### config.mk
export PLATFORM = sky130hd
export DESIGN_NAME = eth_ipv4_l4_header_extractor_top
export DESIGN_NICKNAME = d
export VERILOG_FILES = /design/src/rtl/eth_l4_pkg.sv /design/src/rtl/eth_l4_parser.sv /design/src/rtl/eth_l4_rsp_fifo.sv /design/src/rtl/eth_ipv4_l4_header_extractor_top.sv
export SDC_FILE = /design/constraint.sdc
export NUM_CORES = 1
export LEC_CHECK = 0
export ABC_AREA = 1
export BUFFER_PORTS_ARGS = -buffer_cell sky130_fd_sc_hd__buf_2
export CAP_MARGIN = 20
export CORE_ASPECT_RATIO = 1.75
export CORE_MARGIN = 2
export CORE_UTILIZATION = 35
export CTS_CLUSTER_DIAMETER = 50
export CTS_CLUSTER_SIZE = 40
export DETAILED_ROUTE_END_ITERATION = 10
export GPL_TIMING_DRIVEN = 0
export PLACE_DENSITY = 0.54
export SLEW_MARGIN = 20
export SYNTH_ARGS = -nofsm -noshare
export SYNTH_HDL_FRONTEND = slang
export SYNTH_SLANG_ARGS = --single-unit
### constraint.sdc
create_clock -name clock -period 9.5 [get_ports clock]
set_input_delay 0.95 -clock clock [delete_from_list [all_inputs] [get_ports clock]]
set_output_delay 0.95 -clock clock [all_outputs]
set_load 0.005 [all_outputs]
### src/rtl/eth_l4_pkg.sv
// ----------------------------------------------------------------------------
// eth_l4_pkg
// Types and constants shared by the Ethernet / IPv4 / layer-4 header
// extractor: beat formats, byte offsets, protocol codes and queue sizing.
// ----------------------------------------------------------------------------
`timescale 1ns / 1ps
`default_nettype none

package eth_l4_pkg;

   localparam int POS_W  = 11;
   localparam int LEN_W  = POS_W + 1;
   localparam int MAXL_W = 11;

   localparam logic [POS_W-1:0]  FRAME_BYTES_LIMIT = 11'd2047;
   localparam logic [MAXL_W-1:0] MAX_FRAME_RESET   = 11'd400;

   // Byte offsets within the frame.
   localparam logic [POS_W-1:0] OFS_ETHER_HI  = 11'd12;
   localparam logic [POS_W-1:0] OFS_ETHER_LO  = 11'd13;
   localparam logic [POS_W-1:0] OFS_PROTO     = 11'd23;
   localparam logic [POS_W-1:0] OFS_SRC_FIRST = 11'd26;
   localparam logic [POS_W-1:0] OFS_SRC_LAST  = 11'd29;
   localparam logic [POS_W-1:0] OFS_DST_FIRST = 11'd30;
   localparam logic [POS_W-1:0] OFS_DST_LAST  = 11'd33;
   localparam logic [POS_W-1:0] OFS_SPORT_HI  = 11'd34;
   localparam logic [POS_W-1:0] OFS_SPORT_LO  = 11'd35;
   localparam logic [POS_W-1:0] OFS_DPORT_HI  = 11'd36;
   localparam logic [POS_W-1:0] OFS_DPORT_LO  = 11'd37;
   localparam logic [POS_W-1:0] OFS_ULEN_HI   = 11'd38;
   localparam logic [POS_W-1:0] OFS_ULEN_LO   = 11'd39;
   localparam logic [POS_W-1:0] OFS_UDP_DATA  = 11'd42;
   localparam logic [POS_W-1:0] OFS_TCP_DOFS  = 11'd46;
   localparam logic [POS_W-1:0] OFS_TCP_DATA  = 11'd47;
   localparam logic [6:0]       L4_BASE       = 7'd34;

   localparam logic [15:0] ETHER_IPV6 = 16'h86DD;
   localparam logic [7:0]  IP_ICMP    = 8'd1;
   localparam logic [7:0]  IP_IGMP    = 8'd2;
   localparam logic [7:0]  IP_TCP     = 8'd6;
   localparam logic [7:0]  IP_UDP     = 8'd17;

   localparam logic [2:0] CLASS_OTHER = 3'd0;
   localparam logic [2:0] CLASS_IPV6  = 3'd1;
   localparam logic [2:0] CLASS_TCP   = 3'd2;
   localparam logic [2:0] CLASS_ICMP  = 3'd3;
   localparam logic [2:0] CLASS_IGMP  = 3'd4;
   localparam logic [2:0] CLASS_UDP   = 3'd5;

   localparam logic KIND_PAYLOAD = 1'b0;
   localparam logic KIND_SUMMARY = 1'b1;

   localparam int FIFO_DEPTH = 4;
   localparam int FIFO_PTR_W = 2;
   localparam int FIFO_CNT_W = 3;

   typedef struct packed {
      logic [7:0] frame_byte;
      logic       frame_end;
   } req_type;

   typedef struct packed {
      logic        item_kind;
      logic [7:0]  payload_data;
      logic [10:0] payload_offset;
      logic [2:0]  protocol_class;
      logic [31:0] source_address;
      logic [31:0] destination_address;
      logic [15:0] source_port_number;
      logic [15:0] destination_port_number;
      logic [15:0] payload_length;
      logic        oversize;
      logic        header_incomplete;
      logic        run_last;
   } rsp_type;

   // Up to two result beats produced by one input beat, packed from first.
   typedef struct packed {
      logic [1:0] count;
      rsp_type    first;
      rsp_type    second;
   } push_type;

endpackage

`default_nettype wire

### src/rtl/eth_l4_parser.sv
// ----------------------------------------------------------------------------
// eth_l4_parser
// Per-frame byte counter and header capture. Each accepted byte updates the
// held header fields and produces up to two result beats: a payload byte
// and, on the last byte, the frame summary.
// ----------------------------------------------------------------------------
`timescale 1ns / 1ps
`default_nettype none

module eth_l4_parser import eth_l4_pkg::*; (
   input  wire logic              clock,
   input  wire logic              reset,
   input  wire logic              accept,
   input  wire req_type           req_item,
   input  wire logic [MAXL_W-1:0] max_len,
   output push_type               push
);

   logic [POS_W-1:0] pos_ff,   pos_in;
   logic [15:0]      ether_ff, ether_in;
   logic [7:0]       proto_ff, proto_in;
   logic [31:0]      src_ff,   src_in;
   logic [31:0]      dst_ff,   dst_in;
   logic [15:0]      sport_ff, sport_in;
   logic [15:0]      dport_ff, dport_in;
   logic [5:0]       thb_ff,   thb_in;
   logic [15:0]      ulen_ff,  ulen_in;
   logic             cut_ff,   cut_in;

   logic [7:0]       b;
   logic [LEN_W-1:0] len;
   logic             is_ipv6;
   logic             is_tcp;
   logic             hdr_ipv6;
   logic             hdr_tcp;
   logic [6:0]       hdr_end;
   logic [POS_W-1:0] hdr_end_pos;
   logic [LEN_W-1:0] hdr_end_len;
   logic             emit;
   logic [POS_W-1:0] offset;
   logic [2:0]       class_code;
   logic [15:0]      plen;
   logic             incomplete;
   rsp_type          pay_item;
   rsp_type          sum_item;

   always_comb begin
      b   = req_item.frame_byte;
      len = {1'b0, pos_ff} + LEN_W'(1);

      pos_in   = (pos_ff < FRAME_BYTES_LIMIT) ? pos_ff + POS_W'(1) : pos_ff;
      // A saturated counter means the frame is past every legal length, so
      // the length compare alone covers the overflow case.
      cut_in   = cut_ff | (len > {1'b0, max_len});
      ether_in = ether_ff;
      proto_in = proto_ff;
      src_in   = src_ff;
      dst_in   = dst_ff;
      sport_in = sport_ff;
      dport_in = dport_ff;
      thb_in   = thb_ff;
      ulen_in  = ulen_ff;

      is_ipv6 = (ether_ff == ETHER_IPV6);
      is_tcp  = !is_ipv6 && (proto_ff == IP_TCP);

      if (pos_ff == OFS_ETHER_HI || pos_ff == OFS_ETHER_LO) begin
         ether_in = {ether_ff[7:0], b};
      end else if (pos_ff == OFS_PROTO) begin
         proto_in = b;
      end else if (pos_ff >= OFS_SRC_FIRST && pos_ff <= OFS_SRC_LAST) begin
         src_in = {src_ff[23:0], b};
      end else if (pos_ff >= OFS_DST_FIRST && pos_ff <= OFS_DST_LAST) begin
         dst_in = {dst_ff[23:0], b};
      end else if (pos_ff == OFS_SPORT_HI || pos_ff == OFS_SPORT_LO) begin
         sport_in = {sport_ff[7:0], b};
      end else if (pos_ff == OFS_DPORT_HI || pos_ff == OFS_DPORT_LO) begin
         dport_in = {dport_ff[7:0], b};
      end else if (!is_tcp && (pos_ff == OFS_ULEN_HI || pos_ff == OFS_ULEN_LO)) begin
         ulen_in = {ulen_ff[7:0], b};
      end else if (is_tcp && pos_ff == OFS_TCP_DOFS) begin
         thb_in = {b[7:4], 2'b00};
      end

      // Emission and the summary see the header as it stands after this byte.
      hdr_ipv6    = (ether_in == ETHER_IPV6);
      hdr_tcp     = !hdr_ipv6 && (proto_in == IP_TCP);
      hdr_end     = L4_BASE + {1'b0, thb_in};
      hdr_end_pos = {4'b0000, hdr_end};
      hdr_end_len = {5'b00000, hdr_end};

      if (hdr_tcp) begin
         emit   = (pos_ff >= OFS_TCP_DATA) && (pos_ff >= hdr_end_pos);
         offset = pos_ff - hdr_end_pos;
      end else begin
         emit   = (pos_ff >= OFS_UDP_DATA);
         offset = pos_ff - OFS_UDP_DATA;
      end

      if (hdr_ipv6) begin
         class_code = CLASS_IPV6;
      end else begin
         case (proto_in)
            IP_TCP:  class_code = CLASS_TCP;
            IP_ICMP: class_code = CLASS_ICMP;
            IP_IGMP: class_code = CLASS_IGMP;
            IP_UDP:  class_code = CLASS_UDP;
            default: class_code = CLASS_OTHER;
         endcase
      end

      if (hdr_tcp) begin
         plen       = (len > hdr_end_len) ? 16'(len - hdr_end_len) : 16'd0;
         incomplete = (len < {1'b0, OFS_TCP_DATA}) || (len < hdr_end_len);
      end else begin
         plen       = ulen_in;
         incomplete = (len < {1'b0, OFS_UDP_DATA});
      end

      pay_item                = '0;
      pay_item.item_kind      = KIND_PAYLOAD;
      pay_item.payload_data   = b;
      pay_item.payload_offset = offset;
      pay_item.run_last       = !req_item.frame_end;

      sum_item                         = '0;
      sum_item.item_kind               = KIND_SUMMARY;
      sum_item.protocol_class          = class_code;
      sum_item.source_address          = src_in;
      sum_item.destination_address     = dst_in;
      sum_item.source_port_number      = sport_in;
      sum_item.destination_port_number = dport_in;
      sum_item.payload_length          = plen;
      sum_item.oversize                = cut_in;
      sum_item.header_incomplete       = incomplete;
      sum_item.run_last                = 1'b1;

      push = '0;
      if (accept) begin
         if (emit && !cut_in) begin
            push.first  = pay_item;
            push.second = sum_item;
            push.count  = req_item.frame_end ? 2'd2 : 2'd1;
         end else begin
            push.first  = sum_item;
            push.second = sum_item;
            push.count  = req_item.frame_end ? 2'd1 : 2'd0;
         end
      end
   end

   always_ff @(posedge clock) begin
      if (reset || (accept && req_item.frame_end)) begin
         pos_ff   <= '0;
         ether_ff <= '0;
         proto_ff <= '0;
         src_ff   <= '0;
         dst_ff   <= '0;
         sport_ff <= '0;
         dport_ff <= '0;
         thb_ff   <= '0;
         ulen_ff  <= '0;
         cut_ff   <= 1'b0;
      end else if (accept) begin
         pos_ff   <= pos_in;
         ether_ff <= ether_in;
         proto_ff <= proto_in;
         src_ff   <= src_in;
         dst_ff   <= dst_in;
         sport_ff <= sport_in;
         dport_ff <= dport_in;
         thb_ff   <= thb_in;
         ulen_ff  <= ulen_in;
         cut_ff   <= cut_in;
      end
   end

endmodule

`default_nettype wire

### src/rtl/eth_l4_rsp_fifo.sv
// ----------------------------------------------------------------------------
// eth_l4_rsp_fifo
// Small result queue that takes up to two beats per cycle and hands out one
// beat per cycle on the result channel while rsp_stall is low.
// ----------------------------------------------------------------------------
`timescale 1ns / 1ps
`default_nettype none

module eth_l4_rsp_fifo import eth_l4_pkg::*; (
   input  wire logic     clock,
   input  wire logic     reset,
   input  wire push_type push,
   output logic          rsp_valid,
   input  wire logic     rsp_stall,
   output rsp_type       rsp_data,
   output logic          near_full
);

   rsp_type               mem_ff [FIFO_DEPTH];
   logic [FIFO_PTR_W-1:0] wr_ptr_ff, wr_ptr_in;
   logic [FIFO_PTR_W-1:0] rd_ptr_ff, rd_ptr_in;
   logic [FIFO_CNT_W-1:0] count_ff,  count_in;
   logic [FIFO_PTR_W-1:0] wr_ptr_next;
   logic                  pop;

   always_comb begin
      pop         = rsp_valid && !rsp_stall;
      wr_ptr_next = wr_ptr_ff + FIFO_PTR_W'(1);
      wr_ptr_in   = wr_ptr_ff + FIFO_PTR_W'(push.count);
      rd_ptr_in   = pop ? rd_ptr_ff + FIFO_PTR_W'(1) : rd_ptr_ff;
      count_in    = count_ff + FIFO_CNT_W'(push.count) - FIFO_CNT_W'(pop);
   end

   assign rsp_valid = (count_ff != '0);
   assign rsp_data  = mem_ff[rd_ptr_ff];
   // Leave room for the two beats that a frame's last byte can produce.
   assign near_full = (count_ff > FIFO_CNT_W'(FIFO_DEPTH - 2));

   always_ff @(posedge clock) begin
      if (reset) begin
         wr_ptr_ff <= '0;
         rd_ptr_ff <= '0;
         count_ff  <= '0;
      end else begin
         wr_ptr_ff <= wr_ptr_in;
         rd_ptr_ff <= rd_ptr_in;
         count_ff  <= count_in;
      end
   end

   always_ff @(posedge clock) begin
      if (push.count != 2'd0) begin
         mem_ff[wr_ptr_ff] <= push.first;
      end
      if (push.count == 2'd2) begin
         mem_ff[wr_ptr_next] <= push.second;
      end
   end

`ifndef NO_ASSERTIONS
   a_count_bound: assert property (@(posedge clock) disable iff (reset)
      count_ff <= FIFO_CNT_W'(FIFO_DEPTH))
      else $error("result queue holds more beats than its depth");

   a_push_code: assert property (@(posedge clock) disable iff (reset)
      push.count != 2'd3)
      else $error("more than two result beats pushed in one cycle");

   a_no_overrun: assert property (@(posedge clock) disable iff (reset)
      near_full |-> push.count == 2'd0)
      else $error("push into the result queue while it lacks room");

   a_pop_drains: assert property (@(posedge clock) disable iff (reset)
      (pop && push.count == 2'd0) |=> count_ff == $past(count_ff) - FIFO_CNT_W'(1))
      else $error("result queue count wrong after a pop");
`endif

endmodule

`default_nettype wire

### src/rtl/eth_ipv4_l4_header_extractor_top.sv
// ----------------------------------------------------------------------------
// eth_ipv4_l4_header_extractor_top
// Ethernet frame byte stream in; payload bytes and one summary per frame out.
//
//   Channel | Ports                          | Beat
//   --------+--------------------------------+-------------------------------
//   request | req_valid, req_stall, req_data | one frame byte and end mark
//   result  | rsp_valid, rsp_stall, rsp_data | payload byte or frame summary
//   config  | csr_wr_en, csr_wr_data         | maximum frame length
//
// One request beat is taken per cycle while req_stall is low; its results enter
// the result queue at the same edge and can leave from the next cycle on.
// The last byte of a frame can add two beats, so req_stall rises while the
// four-entry result queue holds more than two beats.
// Reset is synchronous; it clears the frame state and sets the maximum frame
// length to 400.
// ----------------------------------------------------------------------------
`timescale 1ns / 1ps
`default_nettype none

module eth_ipv4_l4_header_extractor_top import eth_l4_pkg::*; (
   input  wire logic              clock,
   input  wire logic              reset,
   input  wire logic              req_valid,
   output logic                   req_stall,
   input  wire req_type           req_data,
   output logic                   rsp_valid,
   input  wire logic              rsp_stall,
   output rsp_type                rsp_data,
   input  wire logic              csr_wr_en,
   input  wire logic [MAXL_W-1:0] csr_wr_data
);

   logic [MAXL_W-1:0] max_len_ff;
   logic              near_full;
   logic              accept;
   push_type          push;

   always_ff @(posedge clock) begin
      if (reset) begin
         max_len_ff <= MAX_FRAME_RESET;
      end else if (csr_wr_en) begin
         max_len_ff <= csr_wr_data;
      end
   end

   assign req_stall = near_full;
   assign accept    = req_valid && !near_full;

   eth_l4_parser u_parser (
      .clock    (clock),
      .reset    (reset),
      .accept   (accept),
      .req_item (req_data),
      .max_len  (max_len_ff),
      .push     (push)
   );

   eth_l4_rsp_fifo u_rsp_fifo (
      .clock     (clock),
      .reset     (reset),
      .push      (push),
      .rsp_valid (rsp_valid),
      .rsp_stall (rsp_stall),
      .rsp_data  (rsp_data),
      .near_full (near_full)
   );

`ifndef NO_ASSERTIONS
   a_idle_push: assert property (@(posedge clock) disable iff (reset)
      !accept |-> push.count == 2'd0)
      else $error("result beats produced without an accepted byte");

   a_end_summary: assert property (@(posedge clock) disable iff (reset)
      (accept && req_data.frame_end) |-> push.count != 2'd0)
      else $error("last byte of a frame produced no summary");

   a_mid_frame: assert property (@(posedge clock) disable iff (reset)
      (accept && !req_data.frame_end) |-> push.count != 2'd2)
      else $error("summary produced before the last byte of a frame");
`endif

endmodule

`default_nettype wire
==> impl_metrics.csv, run 1 <==
group,metric,value,unit
floorplan,die-width,238,um
worst_hold_path,hold_path_startpoint,"u_rsp_fifo.mem_ff[1][136]",
synthesis,ys_top_cells_by_count,"749 x nor2_1, 555 x nand2_1, 476 x edfxtp_1, 400 x o21ai_0, 318 x a21oi_1",
synthesis,async_flop_share,0,%
setup_path,r2r-end,"u_rsp_fifo.mem_ff[0][26]",
setup_path,crit_arrival,7.78,ns
detailed_routing,routed.top_layer,"met4",
place,gp_congestion,0.945,
detailed_routing,routed-wl-met3,6160,um
run_status,status,"complete, no violations",
detailed_routing,first_pass_iters,6,
detailed_routing,antenna_left,0,
cts,post-cts-setup-buffer-count,0,
cts,clock_latency,0.67,ns
power,internal_power,5.92,mW
setup_path,reg2reg_slack,2.05,ns
run,cap_violations,0,
setup_path,crit_type,"reg2reg",
timing,holdWs,0.450,ns
synthesis,ys_seq_area_share,57.7,%
timing,worst_pin_slew,1.10,ns
finish,final_layout_size_suffix_gt1_share,11.4,%
synthesis,ys_types,54,
detailed_routing,wl_per_cell,22.5,um
detailed_routing,avgViaCountPerCell,5.31,
grt,grtUsageTotal,23.6,%
power,p_per_area,255,mW/mm2
floorplan,die_area,0.0982,mm2
setup_path,worstSetupEndpointType,"register",
timing,final-hold-violation-count,0,
synthesis,synth_fp_nets,3803,
floorplan,ios,165,
finish,area_delta_synth_final,13.4,%
setup_path,crit_start,"u_parser.pos_ff[0]",
cts,htree_levels,2,
timing,drv_slew,0,
synthesis,mappedNetlistArea,0.0335,mm2
floorplan,rows,150,
cts,cts_tree,"yes",
cts,cts_resized,0,
grt,antenna_found_initial,2,
grt,grt_max_degree,47,
power,clkPwrFrac,25.1,%
synthesis,ys.flop_type,"edfxtp_1",
cts,path_clk_slew,0.08,ns
worst_hold_path,hold_class,"reg2reg",
worst_hold_path,hold-path-endpoint,"u_rsp_fifo.mem_ff[1][136]",
synthesis,synth_seq_cells,726,
synthesis,synthMostInstantiatedCell,"nor2_1",
synthesis,synth_area_leaders,"edfxtp_1 43%, dfxtp_1 15%, nor2_1 8.4%",
timing,period_minus_slack,7.45,ns
cts,cts.sinks,726,
synthesis,ys_warn_count,0,
power,power.share.combinational,33.1,%
detailed_routing,wirelength,118000,um
cts,cts-buffers-inserted,52,
timing,max_freq,134,MHz
timing,slew_headroom,26.0,%
synthesis,synth_top_area_share,42.7,%
grt,grt_overflow,0,
synthesis,synth_area_leader_cell,"edfxtp_1",
power,swShare,38.9,%
cts,hold_buffers,0,
setup_path,cpPeakStageDelay,0.88,ns
place,dpl.hpwl,85200,um
grt,grt_pass1_vias,27134,
detailed_routing,wl_met2,61300,um
setup_path,startpoint_type,"register",
synthesis,avgSynthCellArea,8.95,um2
synthesis,syn_inst,3740,
power,power,9.68,mW
floorplan,die_h,413,um
finish,diodes,0,
worst_hold_path,hold_path_depth,2,
floorplan,start_util,35.2,%
timing,setup_viol,0,
detailed_routing,vias,27756,
place,numPortBuffers,164,
setup_path,r2r_cells,29,
setup_path,r2r_start,"u_parser.pos_ff[0]",
detailed_routing,drtIter0Drc,2480,
setup_path,slowest_stage,"nor3_1",
synthesis,synth_edf_count,476,
power,power.switching,3.76,mW
timing,finalCritPeriodShare,78.4,%
grt,grt_pass1_wl,172000,um
setup_path,cp_max_fo,40,
cts,cts-root-buf,"clkbuf_16",
detailed_routing,met1_length,44000,um
timing,clock_skew,0.0373,ns
finish,num-nets-final,4033,
power,p_leak,14.1,nW
setup_path,cp.required,9.83,ns
power,pwr-share-seq,41.7,%
finish,nFillCells,9563,
floorplan,core_area,0.0952,mm2
cts,clock_path_buffers,3,
detailed_routing,drc,0,
timing,rsz0062_at_grt,"no",
power,ir_drop,0.130,mV
==> routing by layer <==
layer / vias to the layer above / track usage, %
met5: - / 0
met4: 0 / 12.0
met3: 243 / 2.65
met2: 960 / 43.8
met1: 13434 / 26.4
li1: 13119 / -
==> worst max-delay path by stage <==
stage | to | depth (start not counted)
2_1_floorplan | u_rsp_fifo.mem_ff[2][120] | 33
3_3_place_gp | u_rsp_fifo.mem_ff[3][106] | 26
3_5_place_dp | u_rsp_fifo.mem_ff[3][26] | 25
4_1_cts | u_rsp_fifo.mem_ff[3][33] | 25
5_1_grt | u_rsp_fifo.mem_ff[0][33] | 25
6_report | u_rsp_fifo.mem_ff[0][26] | 29
==> through the flow <==
step           instances  worst slack (ns)  cell area, um2  setup TNS (ns)  utilization [%]
6_report            5230              2.05           37900               0             39.9
5_1_grt             5230              1.57           37900               0             39.9
4_1_cts             5230              1.94           37900               0             39.9
3_5_place_dp        5132              1.95           36100               0             38.0
3_3_place_gp        5120             -3.58           35800        -2132.28             37.6
2_1_floorplan       3740              1.89           33500               0                -
==> cells by family (layout without fill, tap and decap cells) <==
kind of cell / count (synthesis) / in the layout / share of synthesized area (%)
adders and majority gates: 38 / 38 / 1.49
and+or+nand+nor: 1499 / 1499 / 18.1
buffers and inverters: 486 / 760 / 5.93
AOI/OAI and AO/OA: 925 / 925 / 14.9
muxes: 45 / 45 / 1.35
DFF: 726 / 726 / 57.7
xor gates and xnor gates: 21 / 21 / 0.550
==> critical path, delay by kind of cell, from the launching register on <==
kind            cells  cell delay (ns)
flops               1             0.45
buf+inv             7             1.71
compound gates      1             0.17
fa+ha+maj           4             1.26
simple gates       16             3.00
xor+xnor            1             0.45
==> layout by cell type, fill, tap and decap left out, types with 6 or more instances in the layout <==
master     Yosys  routed
a21oi_1      318     318
buf_1         10      10
buf_16         0       6
buf_2         43     207
buf_4         13      14
buf_6          7       7
clkbuf_1     173     171
clkbuf_16      0      53
clkinv_2       2       8
clkinv_8       0       7
dfxtp_1      250     250
edfxtp_1     476     476
ha_1          35      35
inv_1        224     224
inv_2         12      12
inv_6          0       8
inv_8          0       7
mux2i_1       45      45
nand2_1      555     551
nand2_2        9       9
nand3_1       61      61
nand4_1       11      11
nor2_1       749     749
nor2_2        10      10
nor3_1        20      17
o211ai_1      18      18
o21ai_0      400     400
o21ai_1       14      14
o21bai_1      16      16
o22ai_1      139     139
or2_2         62      62
xor2_1        17      17
==> area by class of cell <==
class / count / area, um2 / area share (%)
plain buffers: 246 / 1080 / 2.86
clock buffers: 56 / 1340 / 3.53
clock inverters: 42 / 459 / 1.21
inverters: 240 / 906 / 2.39
multi-input cells: 2528 / 12200 / 32.2
flip-flops and latches: 726 / 19300 / 50.9
well taps: 1216 / 1520 / 4.01
repair buffers: 176 / 1090 / 2.88
==> power by group through the flow <==
stage               combinational (mW)  clock, mW  sequential, mW
floorplan                         1.76          0            4.11
CTS                               3.23       2.46            4.04
detailed placement                3.22          0            4.11
finish                            3.21       2.44            4.04
global route                      3.50       2.56            4.09
global placement                  3.14          0            4.20
==> registers in the layout, summed over array words and instances, names as in the netlist, 16 cells and up, named ones only <==
register / count
u_rsp_fifo.mem_ff: 552
u_parser.dport_ff: 16
u_parser.ulen_ff: 16
u_parser.sport_ff: 16
u_parser.ether_ff: 16
u_parser.src_ff: 32
u_parser.dst_ff: 32
Note: power is estimated with default switching activity, not from simulation.
==> run 2, diff against run 1 <==
==> constraint.sdc (replaced) <==
create_clock -name clock -period 7.5 [get_ports clock]
set_input_delay 0.75 -clock clock [delete_from_list [all_inputs] [get_ports clock]]
set_output_delay 0.75 -clock clock [all_outputs]
set_load 0.005 [all_outputs]
==> run 2 against run 1 <==
Cell count about the same; clock-buffer cell count up 6; clock skew down 0.0014 ns; clock power up 32%; wire length down 0.14%; sequential power up 27%; die area unchanged; critical path depth up 2; non-clock buffer count down 7; register-to-register slack worse by 1.7 ns; design area about the same; via count down 0.69%.
==> impl_metrics.csv, run 2 (synthesis gave the netlist of run 1 again) <==
group,metric,value,unit
timing,clock_skew,0.0359,ns
setup_path,crit_type,"reg2reg",
grt,grt_max_degree,83,
setup_path,reg2reg_slack,0.31,ns
run,cap_violations,0,
place,place_ws,0.281,ns
setup_path,r2r-end,"u_rsp_fifo.mem_ff[2][0]",
floorplan,core_area,0.0952,mm2
finish,final_layout_size_suffix_gt1_share,11.2,%
place,numPortBuffers,164,
power,pwr-share-seq,41.6,%
cts,clock_path_buffers,3,
timing,slew_headroom,32.2,%
timing,setup_tns,0,ns
setup_path,startpoint_type,"register",
cts,post-cts-setup-buffer-count,0,
setup_path,r2r_cells,31,
grt,grt_pass1_wl,172000,um
setup_path,cp_top_family,"buffers and inverters",
finish,num-nets-final,4026,
power,p_per_area,325,mW/mm2
grt,antenna_found_initial,5,
timing,max_freq,139,MHz
setup_path,cp.required,7.88,ns
cts,hold_buffers,0,
power,internal_power,7.58,mW
power,power.share.combinational,32.4,%
finish,nFillCells,9642,
detailed_routing,avgViaCountPerCell,5.28,
floorplan,die_h,413,um
worst_hold_path,hold_path_startpoint,"csr_wr_data[7]",
grt,grt_overflow,0,
detailed_routing,drtIter0Drc,1967,
cts,path_clk_slew,0.10,ns
finish,area_delta_synth_final,13.3,%
worst_hold_path,hold_class,"in2reg",
timing,worst_pin_slew,1.02,ns
floorplan,ios,165,
timing,drv_slew,0,
finish,largest-register,"u_rsp_fifo.mem_ff",
cts,cts-root-buf,"clkbuf_16",
power,p_leak,14.1,nW
place,dpl.hpwl,85000,um
power,clkPwrFrac,26.0,%
power,ir_drop,0.187,mV
setup_path,slowest_stage,"clkbuf_1",
timing,final-hold-violation-count,0,
grt,grtUsageTotal,23.6,%
detailed_routing,wirelength,118000,um
detailed_routing,wl_per_cell,22.5,um
grt,grt_pass1_vias,27204,
floorplan,start_util,35.2,%
detailed_routing,drc,0,
floorplan,rows,150,
setup_path,r2r_start,"u_parser.pos_ff[0]",
detailed_routing,antenna_left,0,
power,power.switching,4.75,mW
cts,htree_levels,2,
timing,rsz0062_at_grt,"yes",
setup_path,cpPeakStageDelay,0.81,ns
timing,finalCritPeriodShare,95.8,%
finish,largest_reg_flops,552,
setup_path,worstSetupEndpointType,"register",
timing,fin_ws,0.313,ns
timing,period_minus_slack,7.19,ns
finish,final_cell_mix,"749 x nor2_1, 551 x nand2_1, 476 x edfxtp_1, 399 x o21ai_0, 318 x a21oi_1",
power,power,12.3,mW
setup_path,crit_arrival,7.56,ns
setup_path,critPathCapture,"u_rsp_fifo.mem_ff[2][0]",
floorplan,die_area,0.0982,mm2
place,gp_congestion,0.937,
finish,top_regs,"u_rsp_fifo.mem_ff: 552 flops, u_parser.dst_ff: 32 flops, u_parser.src_ff: 32 flops",
setup_path,critical_path.most_common_cell,"inv_1",
timing,setup_viol,0,
cts,cts-buffers-inserted,52,
detailed_routing,vias,27564,
floorplan,die-width,238,um
finish,final_common_cell,"nor2_1",
power,swShare,38.5,%
setup_path,path_buf_inv,8,
cts,cts.sinks,726,
cts,clock_latency,0.66,ns
run_status,status,"complete, no violations",
setup_path,crit_start,"u_parser.pos_ff[0]",
setup_path,cp_max_fo,10,
detailed_routing,first_pass_iters,6,
setup_path,path_depth,31,
cts,cts_tree,"yes",
## run 2: worst min-delay path by stage
stage	endpoint	slack (ns)	cells after the start
2_1_floorplan	u_rsp_fifo.mem_ff[1][126]	0.42	2
3_3_place_gp	u_rsp_fifo.mem_ff[1][128]	0.43	2
3_5_place_dp	u_rsp_fifo.mem_ff[1][134]	0.44	2
4_1_cts	max_len_ff[8]	0.30	3
5_1_grt	max_len_ff[8]	0.34	3
6_report	max_len_ff[7]	0.34	3
## run 2: power groups by stage
stage | Clock (mW) | Combinational, mW | Sequential, mW
floorplan | 0 | 2.23 | 5.17
global placement | 0 | 3.96 | 5.26
detailed placement | 0 | 4.03 | 5.21
CTS | 3.24 | 4.04 | 5.12
global route | 3.37 | 4.37 | 5.18
finish | 3.21 | 4.00 | 5.13
## run 2: worst reg2reg max path, delay by kind of cell (launching register included)
family	cells	cell delay, ns
buf+inv	8	2.80
xor+xnor	1	0.36
flops	1	0.45
fa+ha+maj	4	1.13
compound gates	1	0.20
simple gates	17	1.99
## run 2: what timing repair did
| action | 4_1_cts | 5_1_grt |
|---|---|---|
| setup endpoints to repair | 0 | 47 |
| endpoints found under the hold margin | 0 | 0 |
| resized for setup | 0 | 1 |
## run 2: area by class of cell
cell class	instances	area [um2]	area share [%]
Sequential cell	726	19300	50.9
Clock buffer	62	1430	3.78
Antenna cell	2	5.00	0.0132
Buffer	246	1080	2.86
Inverter	240	906	2.39
Multi-Input combinational cell	2528	12300	32.3
Clock inverter	36	468	1.23
Timing Repair Buffer	169	936	2.47
Tap cell	1216	1520	4.01
## run 2: through the flow
step           util [%]  hold slack, ns  cells  cell area, um2
2_1_floorplan         -           0.421   3740           33500
3_3_place_gp       37.6           0.431   5120           35800
3_5_place_dp       37.8           0.436   5125           36000
4_1_cts            39.8           0.298   5223           37900
5_1_grt            39.8           0.336   5223           37900
6_report           39.8           0.337   5225           37900
## run 2: metal layers
metal,global-route usage (%),share of wire (%)
met5,0,0
met4,12.4,5.6
met3,2.49,4.4
met2,43.7,52
met1,26.4,38
